===== src/hdl/bop_pkg.sv =====
package bop_pkg;

   localparam int MAX_SLOTS = 16;
   localparam int SLOT_W    = $clog2(MAX_SLOTS);
   localparam int ACTION_W  = 4;
   localparam int ID_W      = 8;
   localparam int K_W       = 4;
   localparam int LIM_W     = K_W + 1;
   localparam int CMP_W     = (SLOT_W > K_W) ? SLOT_W + 1 : K_W + 1;
   localparam int STATUS_W  = 3;
   localparam int FOUND_W   = 4;
   localparam int STATE_W   = 3;
   localparam int ACTCNT_W  = 4;
   localparam int VIOL_W    = 32;
   localparam int CNT_W     = 5;

   typedef enum logic [ACTION_W-1:0] {
      ACT_VALIDATE    = 4'd0,
      ACT_GET_STATE   = 4'd1,
      ACT_FIND_FREE   = 4'd2,
      ACT_SOFT_RESET  = 4'd3,
      ACT_ACTIVATE    = 4'd4,
      ACT_COMMIT      = 4'd5,
      ACT_CLAIM       = 4'd6,
      ACT_CANCEL      = 4'd7,
      ACT_RELEASE     = 4'd8
   } action_type;

   typedef enum logic [STATE_W-1:0] {
      SLOT_INACTIVE = 3'd0,
      SLOT_FREE     = 3'd1,
      SLOT_DMA      = 3'd2,
      SLOT_READY    = 3'd3,
      SLOT_PROC     = 3'd4
   } slot_type;

   typedef enum logic [STATUS_W-1:0] {
      STAT_OK         = 3'd0,
      STAT_INVARIANT  = 3'd1,
      STAT_NOT_ACTIVE = 3'd2,
      STAT_RANGE      = 3'd3,
      STAT_ILLEGAL    = 3'd4,
      STAT_BAD_K      = 3'd5,
      STAT_ALREADY    = 3'd6,
      STAT_NO_FREE    = 3'd7
   } status_type;

   typedef struct packed {
      logic              en;
      logic [SLOT_W-1:0] addr;
   } ram_rd_type;

   typedef struct packed {
      logic              en;
      logic [SLOT_W-1:0] addr;
      slot_type          data;
   } ram_wr_type;

   function automatic logic k_valid(input logic [K_W-1:0] k);
      return (k == K_W'(1)) || (k == K_W'(2)) || (k == K_W'(4)) || (k == K_W'(8));
   endfunction

   // state of a slot right after activation with k processing buffers
   function automatic slot_type default_slot(input logic [SLOT_W-1:0] idx,
                                             input logic [K_W-1:0] k);
      slot_type s;
      if (CMP_W'(idx) < CMP_W'(2)) begin
         s = SLOT_DMA;
      end else if (CMP_W'(idx) < CMP_W'(k) + CMP_W'(2)) begin
         s = SLOT_FREE;
      end else begin
         s = SLOT_INACTIVE;
      end
      return s;
   endfunction

endpackage


===== src/hdl/bop_req_if.sv =====
interface bop_req_if import bop_pkg::*; ();
   logic                valid;
   logic                ready;
   logic [ACTION_W-1:0] action;
   logic [ID_W-1:0]     buffer_id;
   logic [ID_W-1:0]     swap_id;

   modport source(output valid, action, buffer_id, swap_id, input ready);
   modport sink(input valid, action, buffer_id, swap_id, output ready);
endinterface


===== src/hdl/bop_rsp_if.sv =====
interface bop_rsp_if import bop_pkg::*; ();
   logic                valid;
   logic                ready;
   logic [STATUS_W-1:0] status;
   logic [FOUND_W-1:0]  found_id;
   logic [STATE_W-1:0]  buffer_state;
   logic                is_active;
   logic [ACTCNT_W-1:0] pool_size;
   logic [VIOL_W-1:0]   violations;
   logic [CNT_W-1:0]    free_slots;
   logic [CNT_W-1:0]    dma_slots;
   logic [CNT_W-1:0]    ready_slots;
   logic [CNT_W-1:0]    busy_slots;
   logic [CNT_W-1:0]    idle_slots;

   modport source(output valid, status, found_id, buffer_state, is_active, pool_size,
                  violations, free_slots, dma_slots, ready_slots, busy_slots,
                  idle_slots, input ready);
   modport sink(input valid, status, found_id, buffer_state, is_active, pool_size,
                violations, free_slots, dma_slots, ready_slots, busy_slots,
                idle_slots, output ready);
endinterface


===== src/hdl/bop_csr_if.sv =====
interface bop_csr_if import bop_pkg::*; ();
   logic           valid;
   logic           ready;
   logic [K_W-1:0] requested_k;

   modport source(output valid, requested_k, input ready);
   modport sink(input valid, requested_k, output ready);
endinterface


===== src/hdl/bop_slot_ram.sv =====
module bop_slot_ram import bop_pkg::*; (
   input  logic       clock,
   input  ram_rd_type rd,
   input  ram_wr_type wr,
   output slot_type   rd_data
);

   slot_type slot_mem [MAX_SLOTS];
   slot_type rd_data_ff;

   always_ff @(posedge clock) begin
      if (wr.en) begin
         slot_mem[wr.addr] <= wr.data;
      end
      if (rd.en) begin
         rd_data_ff <= slot_mem[rd.addr];
      end
   end

   assign rd_data = rd_data_ff;

endmodule


===== src/hdl/dma_buffer_ownership_pool.sv =====
// Channel  Direction  Transfer carries
// -------  ---------  -----------------------------------------------------
// req      in         action, buffer_id, swap_id
// rsp      out        status, found_id, buffer_state, is_active, counts
// csr      in         requested_k (always ready)
//
// One command at a time; a transfer on req is checked in EXEC, then get_state,
// claim, cancel and release read their slot (the last three also write it),
// commit reads both slots and writes both, find_free scans (one slot RAM read
// per cycle) and activate sweeps (one RAM write per slot). Reset: synchronous; slot RAM is not cleared, it is
// rewritten by activate and ignored while inactive. A stalled rsp holds its
// result; the next req transfer is still taken and waits only at the end.
module dma_buffer_ownership_pool import bop_pkg::*; (
   input logic      clock,
   input logic      reset,
   bop_req_if.sink  req_chan,
   bop_rsp_if.source rsp_chan,
   bop_csr_if.sink  csr_chan
);

   typedef enum logic [2:0] {
      S_IDLE, S_EXEC, S_RD_A, S_RD_B, S_WR2, S_SCAN, S_SWEEP, S_RESP
   } fsm_type;

   fsm_type             state_ff;
   logic [ACTION_W-1:0] action_ff;
   logic [ID_W-1:0]     id_ff;
   logic [ID_W-1:0]     rid_ff;
   logic [K_W-1:0]      req_k_ff;
   logic                active_ff;
   logic [K_W-1:0]      k_ff;
   logic [VIOL_W-1:0]   viol_ff;
   logic [CNT_W-1:0]    free_cnt_ff, dma_cnt_ff, ready_cnt_ff, proc_cnt_ff, inact_cnt_ff;
   logic [SLOT_W-1:0]   scan_ff;
   logic [SLOT_W-1:0]   sweep_ff;
   status_type          status_ff;
   logic [FOUND_W-1:0]  found_ff;
   slot_type            bstate_ff;

   logic                rsp_valid_ff;
   status_type          rsp_status_ff;
   logic [FOUND_W-1:0]  rsp_found_ff;
   slot_type            rsp_bstate_ff;
   logic                rsp_active_ff;
   logic [ACTCNT_W-1:0] rsp_actcnt_ff;
   logic [VIOL_W-1:0]   rsp_viol_ff;
   logic [CNT_W-1:0]    rsp_free_ff, rsp_dma_ff, rsp_ready_ff, rsp_proc_ff, rsp_inact_ff;

   ram_rd_type          ram_rd;
   ram_wr_type          ram_wr;
   slot_type            rd_data;

   logic [LIM_W-1:0]    slot_lim;
   logic                id_ok, rid_ok, id_in_pool, rid_in_pool;
   logic                is_move;
   slot_type            move_from, move_to;
   status_type          exec_stat;
   logic                exec_go;
   logic                fin;
   status_type          fin_stat;
   logic                fin_viol;
   logic                scan_last;
   logic                sweep_last;

   bop_slot_ram u_slot_ram (
      .clock   (clock),
      .rd      (ram_rd),
      .wr      (ram_wr),
      .rd_data (rd_data)
   );

   assign slot_lim    = LIM_W'(k_ff) + LIM_W'(2);
   assign id_ok       = id_ff < ID_W'(MAX_SLOTS);
   assign rid_ok      = rid_ff < ID_W'(MAX_SLOTS);
   assign id_in_pool  = id_ff < ID_W'(slot_lim);
   assign rid_in_pool = rid_ff < ID_W'(slot_lim);
   assign scan_last   = (LIM_W'(scan_ff) + LIM_W'(1)) == slot_lim;
   assign sweep_last  = sweep_ff == SLOT_W'(MAX_SLOTS - 1);
   assign is_move     = (action_ff == ACT_CLAIM) || (action_ff == ACT_CANCEL) ||
                        (action_ff == ACT_RELEASE);

   always_comb begin
      move_from = SLOT_READY;
      move_to   = SLOT_FREE;
      if (action_ff == ACT_CLAIM) begin
         move_to = SLOT_PROC;
      end else if (action_ff == ACT_RELEASE) begin
         move_from = SLOT_PROC;
      end
   end

   // checks that need no slot read
   always_comb begin
      exec_stat = STAT_OK;
      exec_go   = 1'b0;
      unique case (action_ff)
         ACT_GET_STATE: begin
            if (!id_ok) begin
               exec_stat = STAT_RANGE;
            end else begin
               exec_go = active_ff;
            end
         end
         ACT_FIND_FREE: begin
            if (!active_ff) begin
               exec_stat = STAT_NOT_ACTIVE;
            end else if (free_cnt_ff == '0) begin
               exec_stat = STAT_NO_FREE;
            end else begin
               exec_go = 1'b1;
            end
         end
         ACT_ACTIVATE: begin
            if (!k_valid(req_k_ff)) begin
               exec_stat = STAT_BAD_K;
            end else if (active_ff) begin
               exec_stat = STAT_ALREADY;
            end else begin
               exec_go = 1'b1;
            end
         end
         ACT_COMMIT: begin
            if (!active_ff) begin
               exec_stat = STAT_NOT_ACTIVE;
            end else if (!id_ok || !rid_ok) begin
               exec_stat = STAT_RANGE;
            end else if (id_ff == rid_ff || !id_in_pool || !rid_in_pool) begin
               exec_stat = STAT_ILLEGAL;
            end else begin
               exec_go = 1'b1;
            end
         end
         ACT_CLAIM, ACT_CANCEL, ACT_RELEASE: begin
            if (!active_ff) begin
               exec_stat = STAT_NOT_ACTIVE;
            end else if (!id_ok) begin
               exec_stat = STAT_RANGE;
            end else if (!id_in_pool) begin
               exec_stat = STAT_ILLEGAL;
            end else begin
               exec_go = 1'b1;
            end
         end
         default: begin
         end
      endcase
   end

   always_comb begin
      fin      = 1'b0;
      fin_stat = STAT_OK;
      unique case (state_ff)
         S_EXEC: begin
            if (!exec_go) begin
               fin      = 1'b1;
               fin_stat = exec_stat;
            end
         end
         S_RD_A: begin
            if (action_ff == ACT_COMMIT) begin
               if (rd_data != SLOT_DMA) begin
                  fin      = 1'b1;
                  fin_stat = STAT_ILLEGAL;
               end
            end else begin
               fin = 1'b1;
               if (is_move && rd_data != move_from) begin
                  fin_stat = STAT_ILLEGAL;
               end
            end
         end
         S_RD_B: begin
            if (rd_data != SLOT_FREE) begin
               fin      = 1'b1;
               fin_stat = STAT_ILLEGAL;
            end
         end
         S_WR2: begin
            fin = 1'b1;
         end
         S_SCAN: begin
            if (rd_data == SLOT_FREE) begin
               fin = 1'b1;
            end else if (scan_last) begin
               fin      = 1'b1;
               fin_stat = STAT_NO_FREE;
            end
         end
         S_SWEEP: begin
            fin = sweep_last;
         end
         default: begin
         end
      endcase
   end

   assign fin_viol = (fin_stat != STAT_OK) && (fin_stat != STAT_NO_FREE);

   always_comb begin
      ram_rd = '{en: 1'b0, addr: id_ff[SLOT_W-1:0]};
      ram_wr = '{en: 1'b0, addr: id_ff[SLOT_W-1:0], data: SLOT_INACTIVE};
      unique case (state_ff)
         S_EXEC: begin
            ram_rd.en = exec_go;
            if (action_ff == ACT_FIND_FREE) begin
               ram_rd.addr = '0;
            end
         end
         S_RD_A: begin
            if (action_ff == ACT_COMMIT) begin
               ram_rd.en   = rd_data == SLOT_DMA;
               ram_rd.addr = rid_ff[SLOT_W-1:0];
            end else if (is_move) begin
               ram_wr.en   = rd_data == move_from;
               ram_wr.data = move_to;
            end
         end
         S_RD_B: begin
            ram_wr.en   = rd_data == SLOT_FREE;
            ram_wr.data = SLOT_READY;
         end
         S_WR2: begin
            ram_wr.en   = 1'b1;
            ram_wr.addr = rid_ff[SLOT_W-1:0];
            ram_wr.data = SLOT_DMA;
         end
         S_SCAN: begin
            ram_rd.en   = 1'b1;
            ram_rd.addr = scan_ff + SLOT_W'(1);
         end
         S_SWEEP: begin
            ram_wr.en   = 1'b1;
            ram_wr.addr = sweep_ff;
            ram_wr.data = default_slot(sweep_ff, k_ff);
         end
         default: begin
         end
      endcase
   end

   always_ff @(posedge clock) begin
      if (reset) begin
         state_ff     <= S_IDLE;
         rsp_valid_ff <= 1'b0;
         req_k_ff     <= K_W'(1);
         active_ff    <= 1'b0;
         k_ff         <= '0;
         viol_ff      <= '0;
         free_cnt_ff  <= '0;
         dma_cnt_ff   <= '0;
         ready_cnt_ff <= '0;
         proc_cnt_ff  <= '0;
         inact_cnt_ff <= CNT_W'(MAX_SLOTS);
      end else begin
         if (csr_chan.valid) begin
            req_k_ff <= csr_chan.requested_k;
         end
         if (rsp_valid_ff && rsp_chan.ready && state_ff != S_RESP) begin
            rsp_valid_ff <= 1'b0;
         end
         if (fin) begin
            status_ff <= fin_stat;
            state_ff  <= S_RESP;
            if (fin_viol && viol_ff != '1) begin
               viol_ff <= viol_ff + VIOL_W'(1);
            end
         end
         unique case (state_ff)
            S_IDLE: begin
               if (req_chan.valid) begin
                  action_ff <= req_chan.action;
                  id_ff     <= req_chan.buffer_id;
                  rid_ff    <= req_chan.swap_id;
                  found_ff  <= '0;
                  bstate_ff <= SLOT_INACTIVE;
                  state_ff  <= S_EXEC;
               end
            end
            S_EXEC: begin
               if (exec_go) begin
                  if (action_ff == ACT_FIND_FREE) begin
                     scan_ff  <= '0;
                     state_ff <= S_SCAN;
                  end else if (action_ff == ACT_ACTIVATE) begin
                     sweep_ff     <= '0;
                     k_ff         <= req_k_ff;
                     active_ff    <= 1'b1;
                     dma_cnt_ff   <= CNT_W'(2);
                     free_cnt_ff  <= CNT_W'(req_k_ff);
                     ready_cnt_ff <= '0;
                     proc_cnt_ff  <= '0;
                     inact_cnt_ff <= CNT_W'(MAX_SLOTS - 2) - CNT_W'(req_k_ff);
                     state_ff     <= S_SWEEP;
                  end else begin
                     state_ff <= S_RD_A;
                  end
               end else if (action_ff == ACT_SOFT_RESET) begin
                  active_ff    <= 1'b0;
                  k_ff         <= '0;
                  viol_ff      <= '0;
                  free_cnt_ff  <= '0;
                  dma_cnt_ff   <= '0;
                  ready_cnt_ff <= '0;
                  proc_cnt_ff  <= '0;
                  inact_cnt_ff <= CNT_W'(MAX_SLOTS);
               end
            end
            S_RD_A: begin
               if (action_ff == ACT_GET_STATE) begin
                  bstate_ff <= rd_data;
               end else if (action_ff == ACT_COMMIT) begin
                  if (!fin) begin
                     state_ff <= S_RD_B;
                  end
               end else if (rd_data == move_from) begin
                  unique case (action_ff)
                     ACT_CLAIM: begin
                        ready_cnt_ff <= ready_cnt_ff - CNT_W'(1);
                        proc_cnt_ff  <= proc_cnt_ff + CNT_W'(1);
                     end
                     ACT_CANCEL: begin
                        ready_cnt_ff <= ready_cnt_ff - CNT_W'(1);
                        free_cnt_ff  <= free_cnt_ff + CNT_W'(1);
                     end
                     default: begin
                        proc_cnt_ff <= proc_cnt_ff - CNT_W'(1);
                        free_cnt_ff <= free_cnt_ff + CNT_W'(1);
                     end
                  endcase
               end
            end
            S_RD_B: begin
               if (!fin) begin
                  free_cnt_ff  <= free_cnt_ff - CNT_W'(1);
                  ready_cnt_ff <= ready_cnt_ff + CNT_W'(1);
                  state_ff     <= S_WR2;
               end
            end
            S_WR2: begin
            end
            S_SCAN: begin
               if (rd_data == SLOT_FREE) begin
                  found_ff <= FOUND_W'(scan_ff);
               end else begin
                  scan_ff <= scan_ff + SLOT_W'(1);
               end
            end
            S_SWEEP: begin
               sweep_ff <= sweep_ff + SLOT_W'(1);
            end
            S_RESP: begin
               if (!rsp_valid_ff || rsp_chan.ready) begin
                  rsp_valid_ff  <= 1'b1;
                  rsp_status_ff <= status_ff;
                  rsp_found_ff  <= found_ff;
                  rsp_bstate_ff <= bstate_ff;
                  rsp_active_ff <= active_ff;
                  rsp_actcnt_ff <= active_ff ? ACTCNT_W'(k_ff + K_W'(2)) : '0;
                  rsp_viol_ff   <= viol_ff;
                  rsp_free_ff   <= free_cnt_ff;
                  rsp_dma_ff    <= dma_cnt_ff;
                  rsp_ready_ff  <= ready_cnt_ff;
                  rsp_proc_ff   <= proc_cnt_ff;
                  rsp_inact_ff  <= inact_cnt_ff;
                  state_ff      <= S_IDLE;
               end
            end
            default: begin
               state_ff <= S_IDLE;
            end
         endcase
      end
   end

   assign req_chan.ready = state_ff == S_IDLE;
   assign csr_chan.ready = 1'b1;

   assign rsp_chan.valid        = rsp_valid_ff;
   assign rsp_chan.status       = rsp_status_ff;
   assign rsp_chan.found_id     = rsp_found_ff;
   assign rsp_chan.buffer_state = rsp_bstate_ff;
   assign rsp_chan.is_active    = rsp_active_ff;
   assign rsp_chan.pool_size    = rsp_actcnt_ff;
   assign rsp_chan.violations   = rsp_viol_ff;
   assign rsp_chan.free_slots   = rsp_free_ff;
   assign rsp_chan.dma_slots    = rsp_dma_ff;
   assign rsp_chan.ready_slots  = rsp_ready_ff;
   assign rsp_chan.busy_slots   = rsp_proc_ff;
   assign rsp_chan.idle_slots   = rsp_inact_ff;

endmodule


===== src/flat_wrapper.sv =====
// flat-port wrapper written by rule: the top's interface ports become plain ports
module dma_buffer_ownership_pool_flat import bop_pkg::*;
  (clock, reset, req_chan_valid, req_chan_action, req_chan_buffer_id, req_chan_swap_id, req_chan_ready, rsp_chan_valid, rsp_chan_status, rsp_chan_found_id, rsp_chan_buffer_state, rsp_chan_is_active, rsp_chan_pool_size, rsp_chan_violations, rsp_chan_free_slots, rsp_chan_dma_slots, rsp_chan_ready_slots, rsp_chan_busy_slots, rsp_chan_idle_slots, rsp_chan_ready, csr_chan_valid, csr_chan_requested_k, csr_chan_ready);
  bop_req_if req_chan_i ();
  bop_rsp_if rsp_chan_i ();
  bop_csr_if csr_chan_i ();
  input logic clock;
  input logic reset;
  input wire logic [$bits(req_chan_i.valid)-1:0] req_chan_valid;
  input wire logic [$bits(req_chan_i.action)-1:0] req_chan_action;
  input wire logic [$bits(req_chan_i.buffer_id)-1:0] req_chan_buffer_id;
  input wire logic [$bits(req_chan_i.swap_id)-1:0] req_chan_swap_id;
  output wire logic [$bits(req_chan_i.ready)-1:0] req_chan_ready;
  output wire logic [$bits(rsp_chan_i.valid)-1:0] rsp_chan_valid;
  output wire logic [$bits(rsp_chan_i.status)-1:0] rsp_chan_status;
  output wire logic [$bits(rsp_chan_i.found_id)-1:0] rsp_chan_found_id;
  output wire logic [$bits(rsp_chan_i.buffer_state)-1:0] rsp_chan_buffer_state;
  output wire logic [$bits(rsp_chan_i.is_active)-1:0] rsp_chan_is_active;
  output wire logic [$bits(rsp_chan_i.pool_size)-1:0] rsp_chan_pool_size;
  output wire logic [$bits(rsp_chan_i.violations)-1:0] rsp_chan_violations;
  output wire logic [$bits(rsp_chan_i.free_slots)-1:0] rsp_chan_free_slots;
  output wire logic [$bits(rsp_chan_i.dma_slots)-1:0] rsp_chan_dma_slots;
  output wire logic [$bits(rsp_chan_i.ready_slots)-1:0] rsp_chan_ready_slots;
  output wire logic [$bits(rsp_chan_i.busy_slots)-1:0] rsp_chan_busy_slots;
  output wire logic [$bits(rsp_chan_i.idle_slots)-1:0] rsp_chan_idle_slots;
  input wire logic [$bits(rsp_chan_i.ready)-1:0] rsp_chan_ready;
  input wire logic [$bits(csr_chan_i.valid)-1:0] csr_chan_valid;
  input wire logic [$bits(csr_chan_i.requested_k)-1:0] csr_chan_requested_k;
  output wire logic [$bits(csr_chan_i.ready)-1:0] csr_chan_ready;
  assign req_chan_i.valid = req_chan_valid;
  assign req_chan_i.action = req_chan_action;
  assign req_chan_i.buffer_id = req_chan_buffer_id;
  assign req_chan_i.swap_id = req_chan_swap_id;
  assign req_chan_ready = req_chan_i.ready;
  assign rsp_chan_valid = rsp_chan_i.valid;
  assign rsp_chan_status = rsp_chan_i.status;
  assign rsp_chan_found_id = rsp_chan_i.found_id;
  assign rsp_chan_buffer_state = rsp_chan_i.buffer_state;
  assign rsp_chan_is_active = rsp_chan_i.is_active;
  assign rsp_chan_pool_size = rsp_chan_i.pool_size;
  assign rsp_chan_violations = rsp_chan_i.violations;
  assign rsp_chan_free_slots = rsp_chan_i.free_slots;
  assign rsp_chan_dma_slots = rsp_chan_i.dma_slots;
  assign rsp_chan_ready_slots = rsp_chan_i.ready_slots;
  assign rsp_chan_busy_slots = rsp_chan_i.busy_slots;
  assign rsp_chan_idle_slots = rsp_chan_i.idle_slots;
  assign rsp_chan_i.ready = rsp_chan_ready;
  assign csr_chan_i.valid = csr_chan_valid;
  assign csr_chan_i.requested_k = csr_chan_requested_k;
  assign csr_chan_ready = csr_chan_i.ready;
  dma_buffer_ownership_pool u_core (.clock(clock), .reset(reset), .req_chan(req_chan_i), .rsp_chan(rsp_chan_i), .csr_chan(csr_chan_i));
endmodule

===== config.mk =====
export PLATFORM = sky130hd
export DESIGN_NAME = dma_buffer_ownership_pool_flat
export DESIGN_NICKNAME = d
export VERILOG_FILES = /design/src/hdl/bop_pkg.sv /design/src/hdl/bop_req_if.sv /design/src/hdl/bop_rsp_if.sv /design/src/hdl/bop_csr_if.sv /design/src/hdl/bop_slot_ram.sv /design/src/hdl/dma_buffer_ownership_pool.sv /design/src/flat_wrapper.sv
export SDC_FILE = /design/constraint.sdc
export NUM_CORES = 1
export LEC_CHECK = 0
export ABC_AREA = 1
export BUFFER_PORTS_ARGS = -buffer_cell sky130_fd_sc_hd__clkbuf_2
export CORE_MARGIN = 1.5
export CORE_UTILIZATION = 35
export DETAILED_ROUTE_END_ITERATION = 8
export RECOVER_POWER = 50
export SLEW_MARGIN = 0
export SYNTH_ARGS = -nofsm -noshare
export SYNTH_HDL_FRONTEND = slang
export SYNTH_SLANG_ARGS = --single-unit

===== constraint.sdc =====
create_clock -name clock -period 5.7 [get_ports clock]
set_clock_uncertainty 0.05 [all_clocks]
set_input_delay 1.14 -clock clock [delete_from_list [all_inputs] [get_ports clock]]
set_output_delay 1.14 -clock clock [all_outputs]
set_load 0.005 [all_outputs]

==> results by group, run 1 <==
Finish
  – Final #Nets: between 1k and 1.5k
  – Number of diodes: 0
  – Layout cell share with drive strength beyond 1: 0.114
  – Fillers: about 3.1k
  – Most frequent cells in the layout: nand2_1, edfxtp_1, inv_1, nor2_1, a21oi_1
  – Commonest non-fill, non-tap cell in the layout: nand2_1
  – Finished Cell Area: roughly 13000 um^2
  – Core Util, Final: 0.408
  – Area growth syn-to-layout: 14.4%

Worst setup path
  – Setup crit start kind: flop
  – CP max FO: 30
  – Slowest CP cell: nor2_1
  – CP max stage delay: 0.66 ns
  – WP buf/inv: 5
  – Crit path max-delay family: simple AND/OR/NAND/NOR gates
  – Setup crit end kind: flop
  – Cell Chain, Critical Path: inv_1 -> nor2_1 -> clkinv_1 -> nor2_1 -> inv_1 -> nor2_1 -> nand3_1 -> nand3_1 -> inv_1 -> nand3_2 -> nand3_2 -> inv_2 -> nand3_1 -> a21oi_2
  – CP arrival: roughly 4.5 ns
  – Setup CP Type: flop to flop
  – CP Data Required Time: between 6 and 7 ns

Synthesis
  – Seq cells post-synth: 220
  – Synth unique cells: 53
  – Sequential area share after synthesis: 0.545
  – Mux cell area share after synthesis: 0
  – EDFF count, synth: 156
  – Synth Area in Simple Gates: 0.221
  – Syn_area_per_cell: around 9 um^2
  – Main synth FF type: edfxtp_1
  – Fraction of the mapped netlist area in adder cells: 0.0306
  – Synth Area in Compound Gates: 0.100
  – Top area cells in the synthesized netlist: edfxtp_1, dfxtp_1, nand2_1
  – Largest area contributor in the netlist: edfxtp_1
  – Syn. warnings: 0
  – Yosys top cell area share: 0.428
  – XOR/XNOR Fraction of Synth Area: 0.0304
  – Main combinational cell family by area after synthesis: simple AND/OR/NAND/NOR gates
  – Cell area after synthesis: 11000 um^2
  – FFs w/ async S/R, synth: 0
  – Syn Inst Count: 1204

CTS
  – Clock root cell: clkbuf_16
  – Clk Latency, worst-skew pair: between 0.5 and 0.6 ns
  – CTS buffer count: 25
  – CTS tree: yes
  – Clk sinks: 220
  – Post-CTS sizing: 0
  – Post-CTS Setup Repair Bufs: 0
  – Clk slew on worst S/H paths: 0.06 ns
  – CTS Hold Bufs: 0
  – CTS H-tree depth: 1
  – Clock buffer depth: 3

Routing
  – Vias: about 8.4k
  – Via-per-instance ratio: ~4.9
  – # DRC: 0
  – Routed wire per std cell: approximately 15 um
  – DR pass1 iterations: 5
  – Number of routed nets with antenna violations: 0
  – Routed WL: 26600 um
  – Initial DRC Count: between 500 and 600

STA
  – Pins Over Slew Limit: 0
  – Final min period: 4.13 ns
  – Hold Vio Cnt, Final: 0
  – Setup Viol. Count Final: 0
  – Slew HR: 0.185
  – RSZ-0062 raised after global routing: no
  – Accumulated negative setup slack: 0 ns
  – F_max: ~0.24 GHz
  – Tcrit/Tclk final: 0.724
  – Worst-Margin Slew: 1.22 ns

Floorplan
  – Row cnt: 64
  – Core region area: a little over 30000 um^2
  – Ports: between 100 and 150
  – Initial Utilization: 0.357
  – Die W: 180 um
  – Die ar.: 32400 um^2
  – Die Ht: ~180 um

GRT
  – GRT overflow: 0
  – Number of global-route vias before repair: about 7.8k
  – Initial antenna violation count: 0
  – Global-route wire length before repair: 41900 um
  – Pin count of the biggest net entering global routing: 49
  – All-layer global routing usage: 0.160

Pwr
  – Switching Power: 1690 uW
  – Int Power: 3240 uW
  – Pwr dens: just under 400 nW/um^2
  – Clk pwr share: 0.323
  – Max rail drop VDD: ~290 uV
  – Switching share of power: 0.343
  – Power, Total: 4920 uW
  – Seq pwr share: 0.402
  – Logic pwr share: 0.276
  – Leak: 0.00493 uW

Placement
  – Port Buffers: roughly 100
  – DP HPWL: 19500 um
  – Gpl congestion: between 0.9 and 1
  – Post-placement cell area: 11800 um^2

Worst hold path
  – Worst min path class: flop to flop

Status
  – Outcome: complete, no violations

Run
  – Max Cap Violations: 0
## power by group through the flow
stage / combinational, uW / sequential [uW] / clock, uW
floorplan: 1060 / 1980 / 0
global placement: 1350 / 2010 / 0
detailed placement: 1360 / 2010 / 0
CTS: 1370 / 1980 / 1630
global route: 1530 / 1990 / 1680
finish: 1360 / 1980 / 1590
## worst register-to-register path, delay by kind of cell, from the launching register on
kind | cells | cell delay [ns]
buffers and inverters | 5 | 1.40
AOI/OAI and AO/OA | 1 | 0.15
and+or+nand+nor | 8 | 2.08
DFF | 1 | 0.38
## metal layers
metal / wire length, um / up-vias / global-route usage
li1: - / 4259 / -
met1: 12400 / 3864 / 0.220
met2: 12400 / 225 / 0.265
met3: 1220 / 33 / 0.0205
met4: 577 / 0 / 0.0453
met5: 0 / - / 0
## logic make-up after synthesis
family                     Yosys count
DFF                                220
buffers and inverters              186
xor gates and xnor gates            38
and+or+nand+nor                    550
other                                2
AOI/OAI and AO/OA                  183
adders and majority gates           25
## cell type report
cell class / instances / area [um^2] / area share
Clock buffer: 31 / 648 / 0.0517
Multi-Input combinational cell: 801 / 4180 / 0.333
Tap cell: 396 / 495 / 0.0396
Inverter: 156 / 586 / 0.0467
Sequential cell: 220 / 5970 / 0.476
Timing Repair Buffer: 106 / 494 / 0.0395
Clock inverter: 14 / 161 / 0.0129
## stage by stage
stage | hold WS (ns) | std cells | setup WS (ns)
global route | 0.373 | 1724 | 1.27
finish | 0.362 | 1724 | 1.57
CTS | 0.368 | 1724 | 2.14
detailed placement | 0.357 | 1679 | 2.16
global placement | 0.354 | 1679 | 2.26
floorplan | 0.350 | 1207 | 0.843
## registers in the layout, summed over array words and instances, names as in the netlist, 5 cells and up
register                     count
u_core.rsp_chan.ready_slots      5
u_core.rsp_chan.idle_slots       5
u_core.proc_cnt_ff               5
u_core.rsp_chan.busy_slots       5
u_core.id_ff                     8
u_core.inact_cnt_ff              5
u_core.rsp_chan.violations      32
u_core.rsp_chan.free_slots       5
u_core.rid_ff                    8
u_core.u_slot_ram.slot_mem      48
u_core.viol_ff                  32
u_core.ready_cnt_ff              5
u_core.free_cnt_ff               5
## path summary, 6_finish.rpt
kind	startpoint	slack, ns	endpoint	cells past startpoint
min	u_core.found_ff[1]	0.36	u_core.rsp_chan.found_id[1]	0
min reg2reg	u_core.found_ff[1]	0.36	u_core.rsp_chan.found_id[1]	0
max	u_core.state_ff[1]	1.57	u_core.viol_ff[26]	14
max reg2reg	u_core.state_ff[1]	1.57	u_core.viol_ff[26]	14
## synthesized netlist by cell type, drive strengths merged, types with 17 or more instances
cell and instances:
nor3 25, edfxtp 156, buf 24, nand2 276, nor2 147, inv 154, a21oi 76, xor2 21
o21ai 57, xnor2 17, o211ai 28, nand4 21, ha 22, nand3 61, dfxtp 64
(Power assumes the default switching activity.)
==> run 2, diff against run 1 <==
--- a/config.mk
+++ b/config.mk
@@ -5,7 +5,7 @@
 export SDC_FILE = /design/constraint.sdc
 export NUM_CORES = 1
 export LEC_CHECK = 0
-export ABC_AREA = 1
+export ABC_AREA = 0
 export BUFFER_PORTS_ARGS = -buffer_cell sky130_fd_sc_hd__clkbuf_2
 export CORE_MARGIN = 1.5
 export CORE_UTILIZATION = 35
==> constraint.sdc (replaced) <==
create_clock -name clock -period 3.87 [get_ports clock]
set_clock_uncertainty 0.05 [all_clocks]
set_input_delay 0.774 -clock clock [delete_from_list [all_inputs] [get_ports clock]]
set_output_delay 0.774 -clock clock [all_outputs]
set_load 0.005 [all_outputs]
==> results by group, run 2 <==
Worst setup path
  – Setup crit start kind: flop (unchanged)
  – CP Data Required Time: 4.07 ns (was 6.09 ns)
  – CP arrival: 3.80 ns (was 4.51 ns)
  – CP max FO: 24 (was 30)
  – Cell Chain, Critical Path: clkbuf_1 -> clkinv_1 -> clkbuf_1 -> nand3_1 -> buf_4 -> nor2_1 -> nor2_1 -> a221oi_4 -> buf_12 -> mux2i_1 -> mux2i_1 -> mux2i_1 -> mux2i_1 (was inv_1 -> nor2_1 -> clkinv_1 -> nor2_1 -> inv_1 -> nor2_1 -> nand3_1 -> nand3_1 -> inv_1 -> nand3_2 -> nand3_2 -> inv_2 -> nand3_1 -> a21oi_2)
  – Setup CP Type: flop to flop (unchanged)
  – CP max stage delay: 0.42 ns (was 0.66 ns)
  – Crit path max-delay family: buffers and inverters (was simple AND/OR/NAND/NOR gates)
  – Most common cell on crit path: mux2i_1
  – Slowest CP cell: nor2_1 (unchanged)
  – Setup crit end kind: flop (unchanged)
  – WP buf/inv: 5 (unchanged)

STA
  – Pins Over Slew Limit: 0 (unchanged)
  – Final min period: 3.60 ns (was 4.13 ns)
  – Setup Viol. Count Final: 0 (unchanged)
  – F_max: 0.278 GHz (was 0.242 GHz)
  – Accumulated negative setup slack: 0 ns (unchanged)
  – Tcrit/Tclk final: 0.931 (was 0.724)
  – Slew HR: 0.0245 (was 0.185)
  – RSZ-0062 raised after global routing: no (unchanged)
  – Hold Vio Cnt, Final: 0 (unchanged)
  – Worst-Margin Slew: 1.46 ns (was 1.22 ns)

Synthesis
  – EDFF count, synth: 156 (unchanged)
  – Syn_area_per_cell: 11.3 um^2 (was 9.10 um^2)
  – Sequential area share after synthesis: 0.578 (was 0.545)
  – FFs w/ async S/R, synth: 0 (unchanged)
  – Most frequent cells after synthesis: edfxtp_1, nor2_1, dfxtp_1, mux2i_1, nand2_1 (was nand2_1, edfxtp_1, inv_1, nor2_1, a21oi_1)
  – Syn. warnings: 0 (unchanged)
  – Seq cells post-synth: 220 (unchanged)
  – Count leader, synth: edfxtp_1 (was nand2_1)
  – Synth unique cells: 70 (was 53)
  – Cell area after synthesis: 10300 um^2 (was 11000 um^2)
  – Syn Inst Count: 911 (was 1204)
  – Yosys top cell area share: 0.454 (was 0.428)
  – Top area cells in the synthesized netlist: edfxtp_1, dfxtp_1, mux2i_1 (was edfxtp_1, dfxtp_1, nand2_1)
  – Main synth FF type: edfxtp_1 (unchanged)
  – Largest area contributor in the netlist: edfxtp_1 (unchanged)

Finish
  – Most frequent cells in the layout: edfxtp_1, nor2_1, clkbuf_2, mux2i_1, dfxtp_1 (was nand2_1, edfxtp_1, inv_1, nor2_1, a21oi_1)
  – Fillers: 2761 (was 3059)
  – Largest reg by FF count: u_core.u_slot_ram.slot_mem (unchanged)
  – Layout cell share with drive strength beyond 1: 0.133 (was 0.114)
  – Area growth syn-to-layout: 17.6% (was 14.4%)
  – Core Util, Final: 0.420 (was 0.408)
  – Final #Nets: 1073 (was 1364)
  – Cell Count, Final, Fillers Out: 1421 (was 1724)
  – Commonest non-fill, non-tap cell in the layout: edfxtp_1 (was nand2_1)
  – Number of diodes: 0 (unchanged)
  – Max reg flops: 48 (unchanged)

Routing
  – # DRC: 0 (unchanged)
  – Initial DRC Count: 563 (was 587)
  – Via-per-instance ratio: 5.17 (was 4.86)
  – Routed WL: 23300 um (was 26600 um)
  – Routed wire per std cell: 16.4 um (was 15.4 um)
  – Vias: 7342 (was 8381)
  – DR pass1 iterations: 5 (unchanged)
  – Number of routed nets with antenna violations: 0 (unchanged)

Pwr
  – Leak: 0.00430 uW (was 0.00493 uW)
  – Logic pwr share: 0.228 (was 0.276)
  – Int Power: 4850 uW (was 3240 uW)
  – Switching Power: 2080 uW (was 1690 uW)
  – Seq pwr share: 0.423 (was 0.402)
  – Max rail drop VDD: 374 uV (was 286 uV)
  – Switching share of power: 0.300 (was 0.343)
  – Clk pwr share: 0.350 (was 0.323)
  – Pwr dens: 572 nW/um^2 (was 393 nW/um^2)

GRT
  – Initial antenna violation count: 0 (unchanged)
  – Global-route wire length before repair: 36800 um (was 41900 um)
  – GRT overflow: 0 (unchanged)
  – All-layer global routing usage: 0.151 (was 0.160)
  – Number of global-route vias before repair: 6763 (was 7829)
  – Pin count of the biggest net entering global routing: 41 (was 49)

Placement
  – Gpl congestion: 0.926 (was 0.922)
  – Port Buffers: 98 (unchanged)
  – DP HPWL: 17000 um (was 19500 um)
  – Placed Cells: 1377 (was 1679)

CTS
  – Post-CTS Setup Repair Bufs: 0 (unchanged)
  – Clk Latency, worst-skew pair: 0.53 ns (was 0.52 ns)
  – Clock buffer depth: 3 (unchanged)
  – Post-CTS sizing: 0 (unchanged)
  – CTS buffer count: 24 (was 25)
  – Clock root cell: clkbuf_16 (unchanged)
  – Clk sinks: 220 (unchanged)
  – CTS tree: yes (unchanged)
  – CTS H-tree depth: 1 (unchanged)
  – Clk slew on worst S/H paths: 0.06 ns (about the same)
  – CTS Hold Bufs: 0 (unchanged)

Floorplan
  – Die Ht: 175 um (was 180 um)
  – Ports: 104 (unchanged)
  – Core region area: 28900 um^2 (was 30700 um^2)
  – Die W: 175 um (was 180 um)
  – Die ar.: 30500 um^2 (was 32400 um^2)
  – Row cnt: 62 (was 64)
  – Initial Utilization: 0.358 (was 0.357)

Status
  – Outcome: complete, no violations (unchanged)

Run
  – Max Cap Violations: 0 (unchanged)

Worst hold path
  – Worst min path class: flop to flop (unchanged)
-- run 2: cell count changes after synthesis, sizes merged, moves of 24 or more --
cell | before | now
nor2 | 147 | 98
clkbuf | 6 | 30
nand3 | 61 | 33
nand2 | 276 | 60
inv | 154 | 23
mux2i | 0 | 64
o21ai | 57 | 22
-- run 2: power groups by stage --
stage	logic [uW]	clock network [uW]	registers [uW]
after detailed placement	1600	0	2980
after floorplan	1200	0	2910
after global placement	1580	0	2980
after CTS	1610	2480	2930
after global routing	1760	2570	2960
final	1580	2430	2930
-- run 2: layout make-up --
cell class,count,area (um^2),area share
Sequential cell,220,5970,0.492
Multi-Input combinational cell,622,4090,0.337
Clock buffer,33,677,0.0558
Timing Repair Buffer,127,653,0.0538
Tap cell,384,480,0.0396
Clock inverter,11,174,0.0143
Inverter,24,90.1,0.00742
-- run 2: final timing paths --
path                                         start                           end  slack, ns  depth (start not counted)
worst min register to register  u_core.found_ff[2]   u_core.rsp_chan.found_id[2]       0.37                          0
worst max-delay path            u_core.state_ff[0]  u_core.u_slot_ram.rd_data[0]       0.27                         13
worst max register to register  u_core.state_ff[0]  u_core.u_slot_ram.rd_data[0]       0.27                         13
worst min-delay path            u_core.found_ff[2]   u_core.rsp_chan.found_id[2]       0.37                          0
-- run 2: logic make-up (layout without fill, tap and decap cells) --
family,count (synthesis),in the layout,synth area share
DFF,220,220,0.578
AOI/OAI and AO/OA,169,169,0.108
buffers and inverters,72,195,0.0295
xor gates and xnor gates,28,28,0.0252
muxes,64,64,0.0621
other,2,5,0.000728
and+or+nand+nor,330,330,0.163
adders and majority gates,26,26,0.0335
-- run 2: worst reg2reg max path: stages, from the launching register on --
cell	delay (ns)
dfxtp_1	0.41
clkbuf_1	0.23
clkinv_1	0.07
clkbuf_1	0.36
nand3_1	0.18
buf_4	0.21
nor2_1	0.42
nor2_1	0.23
a221oi_4	0.31
buf_12	0.25
mux2i_1	0.22
mux2i_1	0.11
mux2i_1	0.18
mux2i_1	0.09
-- run 2: per-stage QoR --
stage | area (um^2) | hold WS (ns) | power (uW) | worst slack [ns]
5_1_grt | 12100 | 0.354 | 7280 | 0.0181
4_1_cts | 12200 | 0.357 | 7020 | 0.303
6_report | 12100 | 0.370 | 6940 | 0.268
3_3_place_gp | 11300 | 0.356 | 4560 | 0.435
3_5_place_dp | 11300 | 0.355 | 4580 | 0.381
2_1_floorplan | 10300 | 0.350 | 4100 | 0.384
-- run 2: per-layer routing --
layer  wire length (um)  global-route usage
met5                  0             0.00481
met4                643              0.0477
met3               1400              0.0211
met2              10500               0.237
met1              10800               0.213
